**config.mk**
```make
export PLATFORM = sky130hd
export DESIGN_NAME = pixel_linear_level_remap_flat
export DESIGN_NICKNAME = d
export VERILOG_FILES = /design/src/hw/rtl/plrr_pkg.sv /design/src/hw/rtl/plrr_ifs.sv /design/src/hw/rtl/plrr_cfg_regs.sv /design/src/hw/rtl/plrr_map_front.sv /design/src/hw/rtl/plrr_div_pipe.sv /design/src/hw/rtl/pixel_linear_level_remap.sv /design/src/flat_wrapper.sv
export SDC_FILE = /design/constraint.sdc
export NUM_CORES = 2
export LEC_CHECK = 0
export ABC_AREA = 1
export ABC_CLOCK_PERIOD_IN_PS = 88300
export BUFFER_PORTS_ARGS = -buffer_cell sky130_fd_sc_hd__buf_2
export CORE_MARGIN = 2
export CORE_UTILIZATION = 64
export CTS_CLUSTER_DIAMETER = 200
export DETAILED_ROUTE_END_ITERATION = 10
export PLACE_DENSITY = 0.81
export SLEW_MARGIN = 20
export SYNTH_ARGS = -nofsm -noshare
export SYNTH_HDL_FRONTEND = slang
export SYNTH_SLANG_ARGS = --single-unit
```
**constraint.sdc**
```tcl
create_clock -name clk_i -period 88.3 [get_ports clk_i]
set_input_delay 17.66 -clock clk_i [delete_from_list [all_inputs] [get_ports clk_i]]
set_output_delay 17.66 -clock clk_i [all_outputs]
set_load 0.1 [all_outputs]
```
**src/hw/rtl/plrr_pkg.sv**
```systemverilog
// ----------------------------------------------------------------------------
// plrr_pkg
// Shared types and constants of the per-channel linear level remap block.
// ----------------------------------------------------------------------------
package plrr_pkg;

  // Pixel component and register geometry
  localparam int unsigned CHAN_W     = 8;
  localparam int unsigned NUM_CHAN   = 3;
  localparam int unsigned RGB_W      = CHAN_W * NUM_CHAN;
  localparam int unsigned CFG_IDX_W  = 8;
  localparam int unsigned CFG_DATA_W = RGB_W;

  // Register indexes on the configuration channel
  localparam logic [CFG_IDX_W-1:0] REG_IN_LOW   = 8'd0;
  localparam logic [CFG_IDX_W-1:0] REG_IN_HIGH  = 8'd1;
  localparam logic [CFG_IDX_W-1:0] REG_OUT_LOW  = 8'd2;
  localparam logic [CFG_IDX_W-1:0] REG_OUT_HIGH = 8'd3;

  // Reset values of the registers
  localparam logic [RGB_W-1:0] RST_IN_LOW   = 24'h000000;
  localparam logic [RGB_W-1:0] RST_IN_HIGH  = 24'hFFFFFF;
  localparam logic [RGB_W-1:0] RST_OUT_LOW  = 24'h000000;
  localparam logic [RGB_W-1:0] RST_OUT_HIGH = 24'hFFFFFF;

  // Arithmetic widths
  localparam int unsigned DIFF_W = CHAN_W + 1;      // signed difference of two channels
  localparam int unsigned PROD_W = 2 * DIFF_W;      // signed product
  localparam int unsigned NUM_W  = PROD_W + 1;      // signed numerator
  localparam int unsigned DVD_W  = 2 * CHAN_W + 1;  // 2*num + den
  localparam int unsigned DSR_W  = CHAN_W + 1;      // 2*den
  localparam int unsigned QUOT_W = CHAN_W;

  // Pipeline depth
  localparam int unsigned FRONT_STAGES = 4;
  localparam int unsigned DIV_STAGES   = QUOT_W;
  localparam int unsigned PIPE_DEPTH   = FRONT_STAGES + DIV_STAGES;

  localparam logic [CHAN_W-1:0] CHAN_MAX = 8'd255;

  // How a channel result is formed
  typedef enum logic [1:0] {
    SEL_ZERO,
    SEL_SAT,
    SEL_DIV
  } plrr_sel_e;

  // Configuration of one channel
  typedef struct packed {
    logic [CHAN_W-1:0] in_low;
    logic [CHAN_W-1:0] in_high;
    logic [CHAN_W-1:0] out_low;
    logic [CHAN_W-1:0] out_high;
  } plrr_chan_cfg_t;

  // All configuration registers
  typedef struct packed {
    logic [RGB_W-1:0] in_low;
    logic [RGB_W-1:0] in_high;
    logic [RGB_W-1:0] out_low;
    logic [RGB_W-1:0] out_high;
  } plrr_cfg_t;

  // Request from the mapping front end to the divider
  typedef struct packed {
    logic [DVD_W-1:0] dividend;
    logic [DSR_W-1:0] divisor;
    plrr_sel_e        sel;
  } plrr_div_req_t;

  // Side data that travels beside the channel lanes
  typedef struct packed {
    logic [RGB_W-1:0]  raw_rgb;
    logic [CHAN_W-1:0] alpha;
    logic              empty;
  } plrr_side_t;

endpackage

```
**src/hw/rtl/plrr_ifs.sv**
```systemverilog
// ----------------------------------------------------------------------------
// plrr interfaces
// Valid/ready channels of the level remap block: pixel in, pixel out, config.
// ----------------------------------------------------------------------------
interface plrr_pix_in_if;
  logic                        valid;
  logic                        ready;
  logic [plrr_pkg::CHAN_W-1:0] red_in;
  logic [plrr_pkg::CHAN_W-1:0] green_in;
  logic [plrr_pkg::CHAN_W-1:0] blue_in;
  logic [plrr_pkg::CHAN_W-1:0] alpha_in;

  modport source (output valid, red_in, green_in, blue_in, alpha_in, input ready);
  modport sink   (input valid, red_in, green_in, blue_in, alpha_in, output ready);
endinterface

interface plrr_pix_out_if;
  logic                        valid;
  logic                        ready;
  logic [plrr_pkg::CHAN_W-1:0] red_out;
  logic [plrr_pkg::CHAN_W-1:0] green_out;
  logic [plrr_pkg::CHAN_W-1:0] blue_out;
  logic [plrr_pkg::CHAN_W-1:0] alpha_out;
  logic                        range_error;

  modport source (output valid, red_out, green_out, blue_out, alpha_out, range_error,
                  input ready);
  modport sink   (input valid, red_out, green_out, blue_out, alpha_out, range_error,
                  output ready);
endinterface

interface plrr_cfg_if;
  logic                            valid;
  logic                            ready;
  logic [plrr_pkg::CFG_IDX_W-1:0]  index;
  logic [plrr_pkg::CFG_DATA_W-1:0] data;

  modport source (output valid, index, data, input ready);
  modport sink   (input valid, index, data, output ready);
endinterface

```
**src/hw/rtl/plrr_cfg_regs.sv**
```systemverilog
// ----------------------------------------------------------------------------
// plrr_cfg_regs
// Range registers of the level remap block, written over the config channel.
// ----------------------------------------------------------------------------
module plrr_cfg_regs (
  input  logic                clk_i,
  input  logic                rst_ni,
  plrr_cfg_if.sink            cfg_i,
  output plrr_pkg::plrr_cfg_t regs_o
);

  plrr_pkg::plrr_cfg_t regs_q;
  plrr_pkg::plrr_cfg_t regs_d;

  // Always able to take a write
  assign cfg_i.ready = 1'b1;

  // Decode the register index; unknown indexes are dropped
  always_comb begin
    regs_d = regs_q;
    if (cfg_i.valid) begin
      case (cfg_i.index)
        plrr_pkg::REG_IN_LOW:   regs_d.in_low   = cfg_i.data;
        plrr_pkg::REG_IN_HIGH:  regs_d.in_high  = cfg_i.data;
        plrr_pkg::REG_OUT_LOW:  regs_d.out_low  = cfg_i.data;
        plrr_pkg::REG_OUT_HIGH: regs_d.out_high = cfg_i.data;
        default:                regs_d = regs_q;
      endcase
    end
  end

  always_ff @(posedge clk_i or negedge rst_ni) begin
    if (!rst_ni) begin
      regs_q.in_low   <= plrr_pkg::RST_IN_LOW;
      regs_q.in_high  <= plrr_pkg::RST_IN_HIGH;
      regs_q.out_low  <= plrr_pkg::RST_OUT_LOW;
      regs_q.out_high <= plrr_pkg::RST_OUT_HIGH;
    end else begin
      regs_q <= regs_d;
    end
  end

  assign regs_o = regs_q;

endmodule

```
**src/hw/rtl/plrr_map_front.sv**
```systemverilog
// ----------------------------------------------------------------------------
// plrr_map_front
// Four-stage front end of one channel: differences, products, signed
// numerator, then clamp decision and divider operands.
// ----------------------------------------------------------------------------
module plrr_map_front (
  input  logic                          clk_i,
  input  logic                          en_i,
  input  logic [plrr_pkg::CHAN_W-1:0]   v_i,
  input  plrr_pkg::plrr_chan_cfg_t      ccfg_i,
  output plrr_pkg::plrr_div_req_t       req_o
);

  localparam int unsigned CW = plrr_pkg::CHAN_W;

  // Stage 1: differences
  logic signed [plrr_pkg::DIFF_W-1:0] dv_d, dv_q;
  logic signed [plrr_pkg::DIFF_W-1:0] dout_d, dout_q;
  logic signed [plrr_pkg::DIFF_W-1:0] den1_d, den1_q;
  logic signed [plrr_pkg::DIFF_W-1:0] ol1_d, ol1_q;
  // Stage 2: products
  logic signed [plrr_pkg::PROD_W-1:0] p1_d, p1_q;
  logic signed [plrr_pkg::PROD_W-1:0] p2_d, p2_q;
  logic signed [plrr_pkg::DIFF_W-1:0] den2_q;
  // Stage 3: numerator with positive denominator
  logic signed [plrr_pkg::NUM_W-1:0]  sum;
  logic signed [plrr_pkg::NUM_W-1:0]  num_d, num_q;
  logic [CW-1:0]                      dena_d, dena_q;
  // Stage 4: clamp decision
  logic [2*CW-1:0]                    sat_lim;
  plrr_pkg::plrr_div_req_t            req_d, req_q;

  assign dv_d   = $signed({1'b0, v_i}) - $signed({1'b0, ccfg_i.in_low});
  assign dout_d = $signed({1'b0, ccfg_i.out_high}) - $signed({1'b0, ccfg_i.out_low});
  assign den1_d = $signed({1'b0, ccfg_i.in_high}) - $signed({1'b0, ccfg_i.in_low});
  assign ol1_d  = $signed({1'b0, ccfg_i.out_low});

  assign p1_d = dv_q * dout_q;
  assign p2_d = ol1_q * den1_q;

  // Flip signs so the denominator is positive
  always_comb begin
    sum = plrr_pkg::NUM_W'(p1_q) + plrr_pkg::NUM_W'(p2_q);
    if (den2_q[plrr_pkg::DIFF_W-1]) begin
      num_d  = -sum;
      dena_d = CW'(-den2_q);
    end else begin
      num_d  = sum;
      dena_d = den2_q[CW-1:0];
    end
  end

  // 255*den limit, then pick zero, saturate or divide
  assign sat_lim = {dena_q, {CW{1'b0}}} - {{CW{1'b0}}, dena_q};

  always_comb begin
    req_d.dividend = {num_q[2*CW-1:0], 1'b0} + plrr_pkg::DVD_W'(dena_q);
    req_d.divisor  = {dena_q, 1'b0};
    if (num_q <= 0) begin
      req_d.sel = plrr_pkg::SEL_ZERO;
    end else if (num_q >= $signed({{(plrr_pkg::NUM_W-2*CW){1'b0}}, sat_lim})) begin
      req_d.sel = plrr_pkg::SEL_SAT;
    end else begin
      req_d.sel = plrr_pkg::SEL_DIV;
    end
  end

  always_ff @(posedge clk_i) begin
    if (en_i) begin
      dv_q   <= dv_d;
      dout_q <= dout_d;
      den1_q <= den1_d;
      ol1_q  <= ol1_d;
      p1_q   <= p1_d;
      p2_q   <= p2_d;
      den2_q <= den1_q;
      num_q  <= num_d;
      dena_q <= dena_d;
      req_q  <= req_d;
    end
  end

  assign req_o = req_q;

endmodule

```
**src/hw/rtl/plrr_div_pipe.sv**
```systemverilog
// ----------------------------------------------------------------------------
// plrr_div_pipe
// Pipelined restoring divider, one quotient bit per stage, MSB first.
// Resolves the clamp selection into the final channel value.
// ----------------------------------------------------------------------------
module plrr_div_pipe (
  input  logic                         clk_i,
  input  logic                         en_i,
  input  plrr_pkg::plrr_div_req_t      req_i,
  output logic [plrr_pkg::CHAN_W-1:0]  result_o
);

  localparam int unsigned RW = plrr_pkg::DVD_W;
  localparam int unsigned NS = plrr_pkg::DIV_STAGES;

  logic [RW-1:0]                  rem_q [NS];
  logic [plrr_pkg::QUOT_W-1:0]    quo_q [NS];
  logic [plrr_pkg::DSR_W-1:0]     dsr_q [NS];
  plrr_pkg::plrr_sel_e            sel_q [NS];

  for (genvar k = 0; k < NS; k++) begin : g_stage
    localparam int unsigned SH = plrr_pkg::QUOT_W - 1 - k;

    logic [RW-1:0]               rem_in;
    logic [plrr_pkg::QUOT_W-1:0] quo_in;
    logic [plrr_pkg::DSR_W-1:0]  dsr_in;
    plrr_pkg::plrr_sel_e         sel_in;
    logic [RW:0]                 shd;
    logic [RW:0]                 trial;
    logic [RW-1:0]               rem_d;
    logic [plrr_pkg::QUOT_W-1:0] quo_d;

    // Stage input: request or previous stage
    if (k == 0) begin : g_first
      assign rem_in = req_i.dividend;
      assign quo_in = '0;
      assign dsr_in = req_i.divisor;
      assign sel_in = req_i.sel;
    end else begin : g_next
      assign rem_in = rem_q[k-1];
      assign quo_in = quo_q[k-1];
      assign dsr_in = dsr_q[k-1];
      assign sel_in = sel_q[k-1];
    end

    // Trial subtract of the shifted divisor
    always_comb begin
      shd   = (RW+1)'(dsr_in) << SH;
      trial = {1'b0, rem_in} - shd;
      rem_d = rem_in;
      quo_d = quo_in;
      if (!trial[RW]) begin
        rem_d      = trial[RW-1:0];
        quo_d[SH]  = 1'b1;
      end
    end

    always_ff @(posedge clk_i) begin
      if (en_i) begin
        rem_q[k] <= rem_d;
        quo_q[k] <= quo_d;
        dsr_q[k] <= dsr_in;
        sel_q[k] <= sel_in;
      end
    end
  end

  // Final channel value
  always_comb begin
    case (sel_q[NS-1])
      plrr_pkg::SEL_ZERO: result_o = '0;
      plrr_pkg::SEL_SAT:  result_o = plrr_pkg::CHAN_MAX;
      plrr_pkg::SEL_DIV:  result_o = quo_q[NS-1];
      default:            result_o = '0;
    endcase
  end

endmodule

```
**src/hw/rtl/pixel_linear_level_remap.sv**
```systemverilog
// ----------------------------------------------------------------------------
// pixel_linear_level_remap
// Per-channel linear level remap of an RGBA pixel stream.
// ----------------------------------------------------------------------------
// Usage:
//   pix_i  : valid/ready pixel input (red, green, blue, alpha), one transfer
//            per clock when the output side is not stalled.
//   pix_o  : valid/ready pixel output with remapped RGB, alpha copied and a
//            range_error flag set when any channel has an empty input range
//            (then the pixel passes unchanged).
//   cfg_i  : valid/ready register write (index, 24-bit data); always ready.
//            Write only while no pixel is in flight.
// From input transfer to output valid the path has 4 front stages
// (differences, products, numerator, clamp decision), 8 divider stages
// (one quotient bit each) and the output register. Throughput is one pixel
// per cycle, set by the single-bit-per-stage divider pipeline, unless stalled.
// Reset clears all valid bits and loads the default ranges (identity map).
// When the receiver stalls with a result waiting, the whole pipeline holds;
// input ready follows output ready in that case, and nothing is lost.
// ----------------------------------------------------------------------------
module pixel_linear_level_remap (
  input  logic          clk_i,
  input  logic          rst_ni,
  plrr_pix_in_if.sink   pix_i,
  plrr_pix_out_if.source pix_o,
  plrr_cfg_if.sink      cfg_i
);

  localparam int unsigned CW = plrr_pkg::CHAN_W;
  localparam int unsigned ND = plrr_pkg::PIPE_DEPTH;

  plrr_pkg::plrr_cfg_t       regs;
  plrr_pkg::plrr_chan_cfg_t  ccfg [plrr_pkg::NUM_CHAN];
  logic [CW-1:0]             chan_in  [plrr_pkg::NUM_CHAN];
  logic [CW-1:0]             chan_res [plrr_pkg::NUM_CHAN];
  plrr_pkg::plrr_div_req_t   req [plrr_pkg::NUM_CHAN];

  logic                      adv;
  logic                      empty;
  logic                      vld_q  [ND];
  plrr_pkg::plrr_side_t      side_q [ND];
  plrr_pkg::plrr_side_t      side_d;

  logic                      out_vld_q;
  logic [plrr_pkg::RGB_W-1:0] out_rgb_q, out_rgb_d;
  logic [CW-1:0]             out_alpha_q;
  logic                      out_err_q;

  // Configuration registers
  plrr_cfg_regs u_cfg_regs (
    .clk_i  (clk_i),
    .rst_ni (rst_ni),
    .cfg_i  (cfg_i),
    .regs_o (regs)
  );

  // Pipeline moves whenever the output register is free or being taken
  assign adv         = !out_vld_q || pix_o.ready;
  assign pix_i.ready = adv;

  assign chan_in[0] = pix_i.red_in;
  assign chan_in[1] = pix_i.green_in;
  assign chan_in[2] = pix_i.blue_in;

  // Per-channel lanes
  for (genvar c = 0; c < plrr_pkg::NUM_CHAN; c++) begin : g_lane
    assign ccfg[c].in_low   = regs.in_low[c*CW +: CW];
    assign ccfg[c].in_high  = regs.in_high[c*CW +: CW];
    assign ccfg[c].out_low  = regs.out_low[c*CW +: CW];
    assign ccfg[c].out_high = regs.out_high[c*CW +: CW];

    plrr_map_front u_front (
      .clk_i  (clk_i),
      .en_i   (adv),
      .v_i    (chan_in[c]),
      .ccfg_i (ccfg[c]),
      .req_o  (req[c])
    );

    plrr_div_pipe u_div (
      .clk_i    (clk_i),
      .en_i     (adv),
      .req_i    (req[c]),
      .result_o (chan_res[c])
    );
  end

  // Empty input range on any channel
  assign empty = (ccfg[0].in_low == ccfg[0].in_high) ||
                 (ccfg[1].in_low == ccfg[1].in_high) ||
                 (ccfg[2].in_low == ccfg[2].in_high);

  always_comb begin
    side_d.raw_rgb = {pix_i.blue_in, pix_i.green_in, pix_i.red_in};
    side_d.alpha   = pix_i.alpha_in;
    side_d.empty   = empty;
  end

  // Valid bits beside the lanes
  always_ff @(posedge clk_i or negedge rst_ni) begin
    if (!rst_ni) begin
      for (int i = 0; i < ND; i++) begin
        vld_q[i] <= 1'b0;
      end
    end else if (adv) begin
      vld_q[0] <= pix_i.valid;
      for (int i = 1; i < ND; i++) begin
        vld_q[i] <= vld_q[i-1];
      end
    end
  end

  // Side payload beside the lanes
  always_ff @(posedge clk_i) begin
    if (adv) begin
      side_q[0] <= side_d;
      for (int i = 1; i < ND; i++) begin
        side_q[i] <= side_q[i-1];
      end
    end
  end

  // Pass-through on empty range, else lane results
  assign out_rgb_d = side_q[ND-1].empty ? side_q[ND-1].raw_rgb
                                        : {chan_res[2], chan_res[1], chan_res[0]};

  always_ff @(posedge clk_i or negedge rst_ni) begin
    if (!rst_ni) begin
      out_vld_q <= 1'b0;
    end else if (adv) begin
      out_vld_q <= vld_q[ND-1];
    end
  end

  always_ff @(posedge clk_i) begin
    if (adv) begin
      out_rgb_q   <= out_rgb_d;
      out_alpha_q <= side_q[ND-1].alpha;
      out_err_q   <= side_q[ND-1].empty;
    end
  end

  assign pix_o.valid       = out_vld_q;
  assign pix_o.red_out     = out_rgb_q[0*CW +: CW];
  assign pix_o.green_out   = out_rgb_q[1*CW +: CW];
  assign pix_o.blue_out    = out_rgb_q[2*CW +: CW];
  assign pix_o.alpha_out   = out_alpha_q;
  assign pix_o.range_error = out_err_q;

endmodule

```
**src/flat_wrapper.sv**
```systemverilog
// flat-port wrapper written by rule: the top's interface ports become plain ports
module pixel_linear_level_remap_flat 
  (clk_i, rst_ni, pix_i_valid, pix_i_red_in, pix_i_green_in, pix_i_blue_in, pix_i_alpha_in, pix_i_ready, pix_o_valid, pix_o_red_out, pix_o_green_out, pix_o_blue_out, pix_o_alpha_out, pix_o_range_error, pix_o_ready, cfg_i_valid, cfg_i_index, cfg_i_data, cfg_i_ready);
  plrr_pix_in_if pix_i_i ();
  plrr_pix_out_if pix_o_i ();
  plrr_cfg_if cfg_i_i ();
  input  logic clk_i;
  input  logic rst_ni;
  input wire logic [$bits(pix_i_i.valid)-1:0] pix_i_valid;
  input wire logic [$bits(pix_i_i.red_in)-1:0] pix_i_red_in;
  input wire logic [$bits(pix_i_i.green_in)-1:0] pix_i_green_in;
  input wire logic [$bits(pix_i_i.blue_in)-1:0] pix_i_blue_in;
  input wire logic [$bits(pix_i_i.alpha_in)-1:0] pix_i_alpha_in;
  output wire logic [$bits(pix_i_i.ready)-1:0] pix_i_ready;
  output wire logic [$bits(pix_o_i.valid)-1:0] pix_o_valid;
  output wire logic [$bits(pix_o_i.red_out)-1:0] pix_o_red_out;
  output wire logic [$bits(pix_o_i.green_out)-1:0] pix_o_green_out;
  output wire logic [$bits(pix_o_i.blue_out)-1:0] pix_o_blue_out;
  output wire logic [$bits(pix_o_i.alpha_out)-1:0] pix_o_alpha_out;
  output wire logic [$bits(pix_o_i.range_error)-1:0] pix_o_range_error;
  input wire logic [$bits(pix_o_i.ready)-1:0] pix_o_ready;
  input wire logic [$bits(cfg_i_i.valid)-1:0] cfg_i_valid;
  input wire logic [$bits(cfg_i_i.index)-1:0] cfg_i_index;
  input wire logic [$bits(cfg_i_i.data)-1:0] cfg_i_data;
  output wire logic [$bits(cfg_i_i.ready)-1:0] cfg_i_ready;
  assign pix_i_i.valid = pix_i_valid;
  assign pix_i_i.red_in = pix_i_red_in;
  assign pix_i_i.green_in = pix_i_green_in;
  assign pix_i_i.blue_in = pix_i_blue_in;
  assign pix_i_i.alpha_in = pix_i_alpha_in;
  assign pix_i_ready = pix_i_i.ready;
  assign pix_o_valid = pix_o_i.valid;
  assign pix_o_red_out = pix_o_i.red_out;
  assign pix_o_green_out = pix_o_i.green_out;
  assign pix_o_blue_out = pix_o_i.blue_out;
  assign pix_o_alpha_out = pix_o_i.alpha_out;
  assign pix_o_range_error = pix_o_i.range_error;
  assign pix_o_i.ready = pix_o_ready;
  assign cfg_i_i.valid = cfg_i_valid;
  assign cfg_i_i.index = cfg_i_index;
  assign cfg_i_i.data = cfg_i_data;
  assign cfg_i_ready = cfg_i_i.ready;
  pixel_linear_level_remap u_core (.clk_i(clk_i), .rst_ni(rst_ni), .pix_i(pix_i_i), .pix_o(pix_o_i), .cfg_i(cfg_i_i));
endmodule
```
==> results.txt <==
- Pins Over Slew Limit: 0
* Count of mapped cells out of synthesis: around 8,000
- The die covers approximately 0.14 mm2.
* Critical-path maximum fanout: 17
* Dpl cells: approximately 10,000
* Share of cells above drive strength 1: 6.846%
- Post-Route Skew: 0.03503 ns
- Clock latency on the worst-skew pair: between 0.8 and 0.9 ns
- Period utilization: 41.27%
* Top-level I/O count: roughly 110
- After detailed routing, the average wire length per cell comes to ~15 um.
- The flow ran to the end, and the final reports show no timing, DRC or antenna violations.
- For this run, the detailed router's first-pass iteration total came to 6.
- The netlist uses around 70 different library cells.
- Most used cells in the layout excluding fill and tap cells: nand2_1, edfxtp_1, inv_1
* Total global routing track utilization: a little under a quarter
- The congestion estimate from routability-driven global placement came to around 0.90.
- Of all flip-flops after synthesis, the portion carrying an async set or reset was under 10%.
- After synthesis, flip-flops and latches occupy a little over half of the total area.
- Data arrives at the worst endpoint at between 15 and 20 ns.
- Pin count of the biggest net entering global routing: 200
- Vias post-DR: roughly 54,000
* Post-Route Setup TNS: 0 ns
- The cell family contributing the most delay on the critical path is buffers and inverters.
- Via/cell ratio: approximately 5.4
- Net count after synthesis: slightly above 9,000
- Critical path data required time: a little over 70 ns
- Setup-violating endpoint count in the final report: 0
- Cell at the root of the clock tree: clkbuf_16
* Number of nets in the layout: roughly 9,000
- Clock-pin slew was measured on the worst setup and hold paths at ~0.060 ns.
- The largest single stage delay on the critical path is 0.60 ns.
- CTS resizes: 0
- The critical path contains buffers and inverters numbering 3 combined.
- The clock drives 1,597 sinks.
- Detail Route Antenna Nets: 0
* Post-CTS Hold Buffers: 0
- Grt ovf: 0
* Post-layout instance count excluding filler cells: 10,030
* Maximum buffer depth of the clock tree: 3
- Static timing analysis puts the maximum clock frequency at 27.44 MHz.
- Averaged over all synthesized cells, the footprint is between 10 and 15 um2.
- CTS tree: done
* Count of yosys warnings during synthesis: 0
- The first global-routing pass estimated ~260,000 um of wire.
- The floorplan step set the die width to 375.6 um.
- Count of buffers from port buffering: 103
- For the finished layout, the period the worst path requires is ~36 ns.
- Setup crit start kind: input port
- Area growth, synth to finish: 8.406%
- Transition time at the pin with the least slew margin: ~1.1 ns
* Max stage delay cell, worst path: buf_2
- Start-to-end type of the worst setup path: input port to primary output
- Leading cell type in the layout, fill and taps excluded: nand2_1
- Summed over all layers, the routed wires come to about 150,000 um.
- Core area: around 0.14 mm2
- Die height: between 300 and 400 um
* CTS Buf Count: roughly 160
- Worst slew slack as a fraction of its limit: between 20% and 30%
- Top_reg_cell synth: edfxtp_1
* Vias in the first global route: roughly 55,000
- Site row count: between 100 and 150
* Number of enable-type register cells in the synthesized netlist: 1,488
- CTS built an H-tree with a depth of 4.
* Most repeated library cell on the critical path: buf_2
* Utilization after layout: between 60% and 70%
- Initial antenna violation count: 2
- The synthesized netlist occupies a cell area of 0.08837 mm2.
* Starting Density: 64.36%
- Drc violations: 0
- Setup bufs post-CTS: 0
- CP endpoint kind: primary output
- Maximum Capacitance Violations: 0
- Setup repair after global routing left no endpoint under its margin.
- The count of final hold-check violations came to 0.
- In this run, synthesis produced a sequential element count of 1,597.
- Counting the fill cells in the layout gives roughly 9,400.
- Walking the worst path, the cells encountered are buf_2, inv_1, nand2_4, buf_2.
* Starting DRC count in detailed routing: approximately 3,700
* Final HPWL DP: ~110,000 um
* Worst hold path type: flop to flop
## path summary, 6_finish.rpt
kind | from | to | slack (ns) | cells past startpoint
setup reg to reg | u_core.g_lane[1].u_front.dout_q[8] | u_core.g_lane[1].u_front.p1_q[16] | 82.91 | 16
min in group asynchronous | rst_ni | u_core.u_cfg_regs.regs_o[46] | 16.73 | 1
hold reg to reg | u_core.g_lane[1].u_div.rem_q[3][2] | u_core.g_lane[1].u_div.rem_q[4][2] | 0.40 | 0
max in group asynchronous | rst_ni | u_core.u_cfg_regs.regs_o[81] | 70.23 | 2
setup / recovery | pix_o_ready | pix_i_ready | 51.86 | 4
hold / removal | u_core.g_lane[1].u_div.rem_q[3][2] | u_core.g_lane[1].u_div.rem_q[4][2] | 0.40 | 0
## through the flow
stage / hold slack [ns] / setup WS (ns) / cell area, um2
detailed placement: 0.4045 / 51.84 / 90620
global route: 0.4038 / 51.82 / 95800
global placement: 0.4003 / 51.83 / 90620
floorplan: 0.4003 / 11.91 / 88370
finish: 0.3983 / 51.86 / 95800
CTS: 0.4008 / 51.83 / 95790
## Yosys cell counts (4+ instances only)
library cell,instances,area (um2)
nand2_1,1509,5664
edfxtp_1,1488,44680
inv_1,1397,5244
ha_1,672,8408
a21oi_1,412,2062
o21ai_0,381,1907
fa_1,375,7507
nor2_1,367,1378
xor2_1,266,2330
nand3_1,201,1006
xnor2_1,144,1261
clkbuf_1,115,431.7
dfrtp_1,61,1526
nor3_1,57,285.3
o21ai_1,52,260.3
dfstp_2,48,1261
nand4_1,42,262.8
or2_2,41,256.5
nand2_2,32,200.2
nand3b_1,31,232.7
nor4_1,23,143.9
o31ai_1,20,150.1
a21o_1,19,142.6
buf_2,18,90.09
nand3_2,17,170.2
nor2_2,15,93.84
o21ai_2,15,131.4
buf_1,14,52.55
o21bai_1,14,105.1
a31oi_1,13,81.33
a211oi_1,12,90.09
inv_2,10,37.54
buf_6,9,101.4
o211ai_1,9,67.56
a21boi_0,8,60.06
and2_1,7,43.79
buf_4,7,52.55
a21oi_2,5,43.79
nor3_2,5,50.05
o2111ai_1,5,43.79
a22oi_1,4,30.03
## final cells by class
class                           instances  area [um2]  share of cell area [%]
Sequential cell                      1597       47470                   49.55
Multi-Input combinational cell       4812       34890                   36.42
Inverter                             1409        5291                   5.523
Clock buffer                          201        4252                   4.438
Tap cell                             1794        2245                   2.343
Clock inverter                         96       924.6                  0.9652
Timing Repair Buffer                  123       725.7                  0.7575
Antenna cell                            1       2.502                0.002612
## state kept, by name, indices dropped and copies added (netlist names), 48 cells and up
register	cells
u_core.g_lane.u_div.dsr_q	147
u_core.g_lane.u_div.quo_q	108
u_core.g_lane.u_div.rem_q	357
u_core.g_lane.u_div.sel_q	48
u_core.g_lane.u_front.num_q	57
u_core.g_lane.u_front.p1_q	54
u_core.g_lane.u_front.p2_q	54
u_core.g_lane.u_front.req_o	78
u_core.side_q	396
u_core.u_cfg_regs.regs_o	96
## metal layers
| layer | vias up | wire length, um | track usage (%) |
|---|---|---|---|
| li1 | 26650 | - | - |
| met4 | 0 | 5537 | 8.850 |
| met3 | 348 | 7546 | 3.340 |
| met5 | - | 0 | 0 |
| met1 | 25690 | 64880 | 28.85 |
| met2 | 1357 | 76610 | 38.83 |
## kinds of logic after synthesis
kind of cell | after synthesis | share of synthesized area (%)
simple gates | 2358 | 11.19
xor+xnor | 414 | 4.150
flops | 1597 | 53.72
compound gates | 991 | 6.105
mux | 1 | 0.01274
fa+ha+maj | 1047 | 18.01
buf+inv | 1572 | 6.811
other cells | 1 | 0.004243
Power is left out: the tool's default activity adds up to more than one toggle a clock period on the data nets, which glitch-free logic cannot reach.
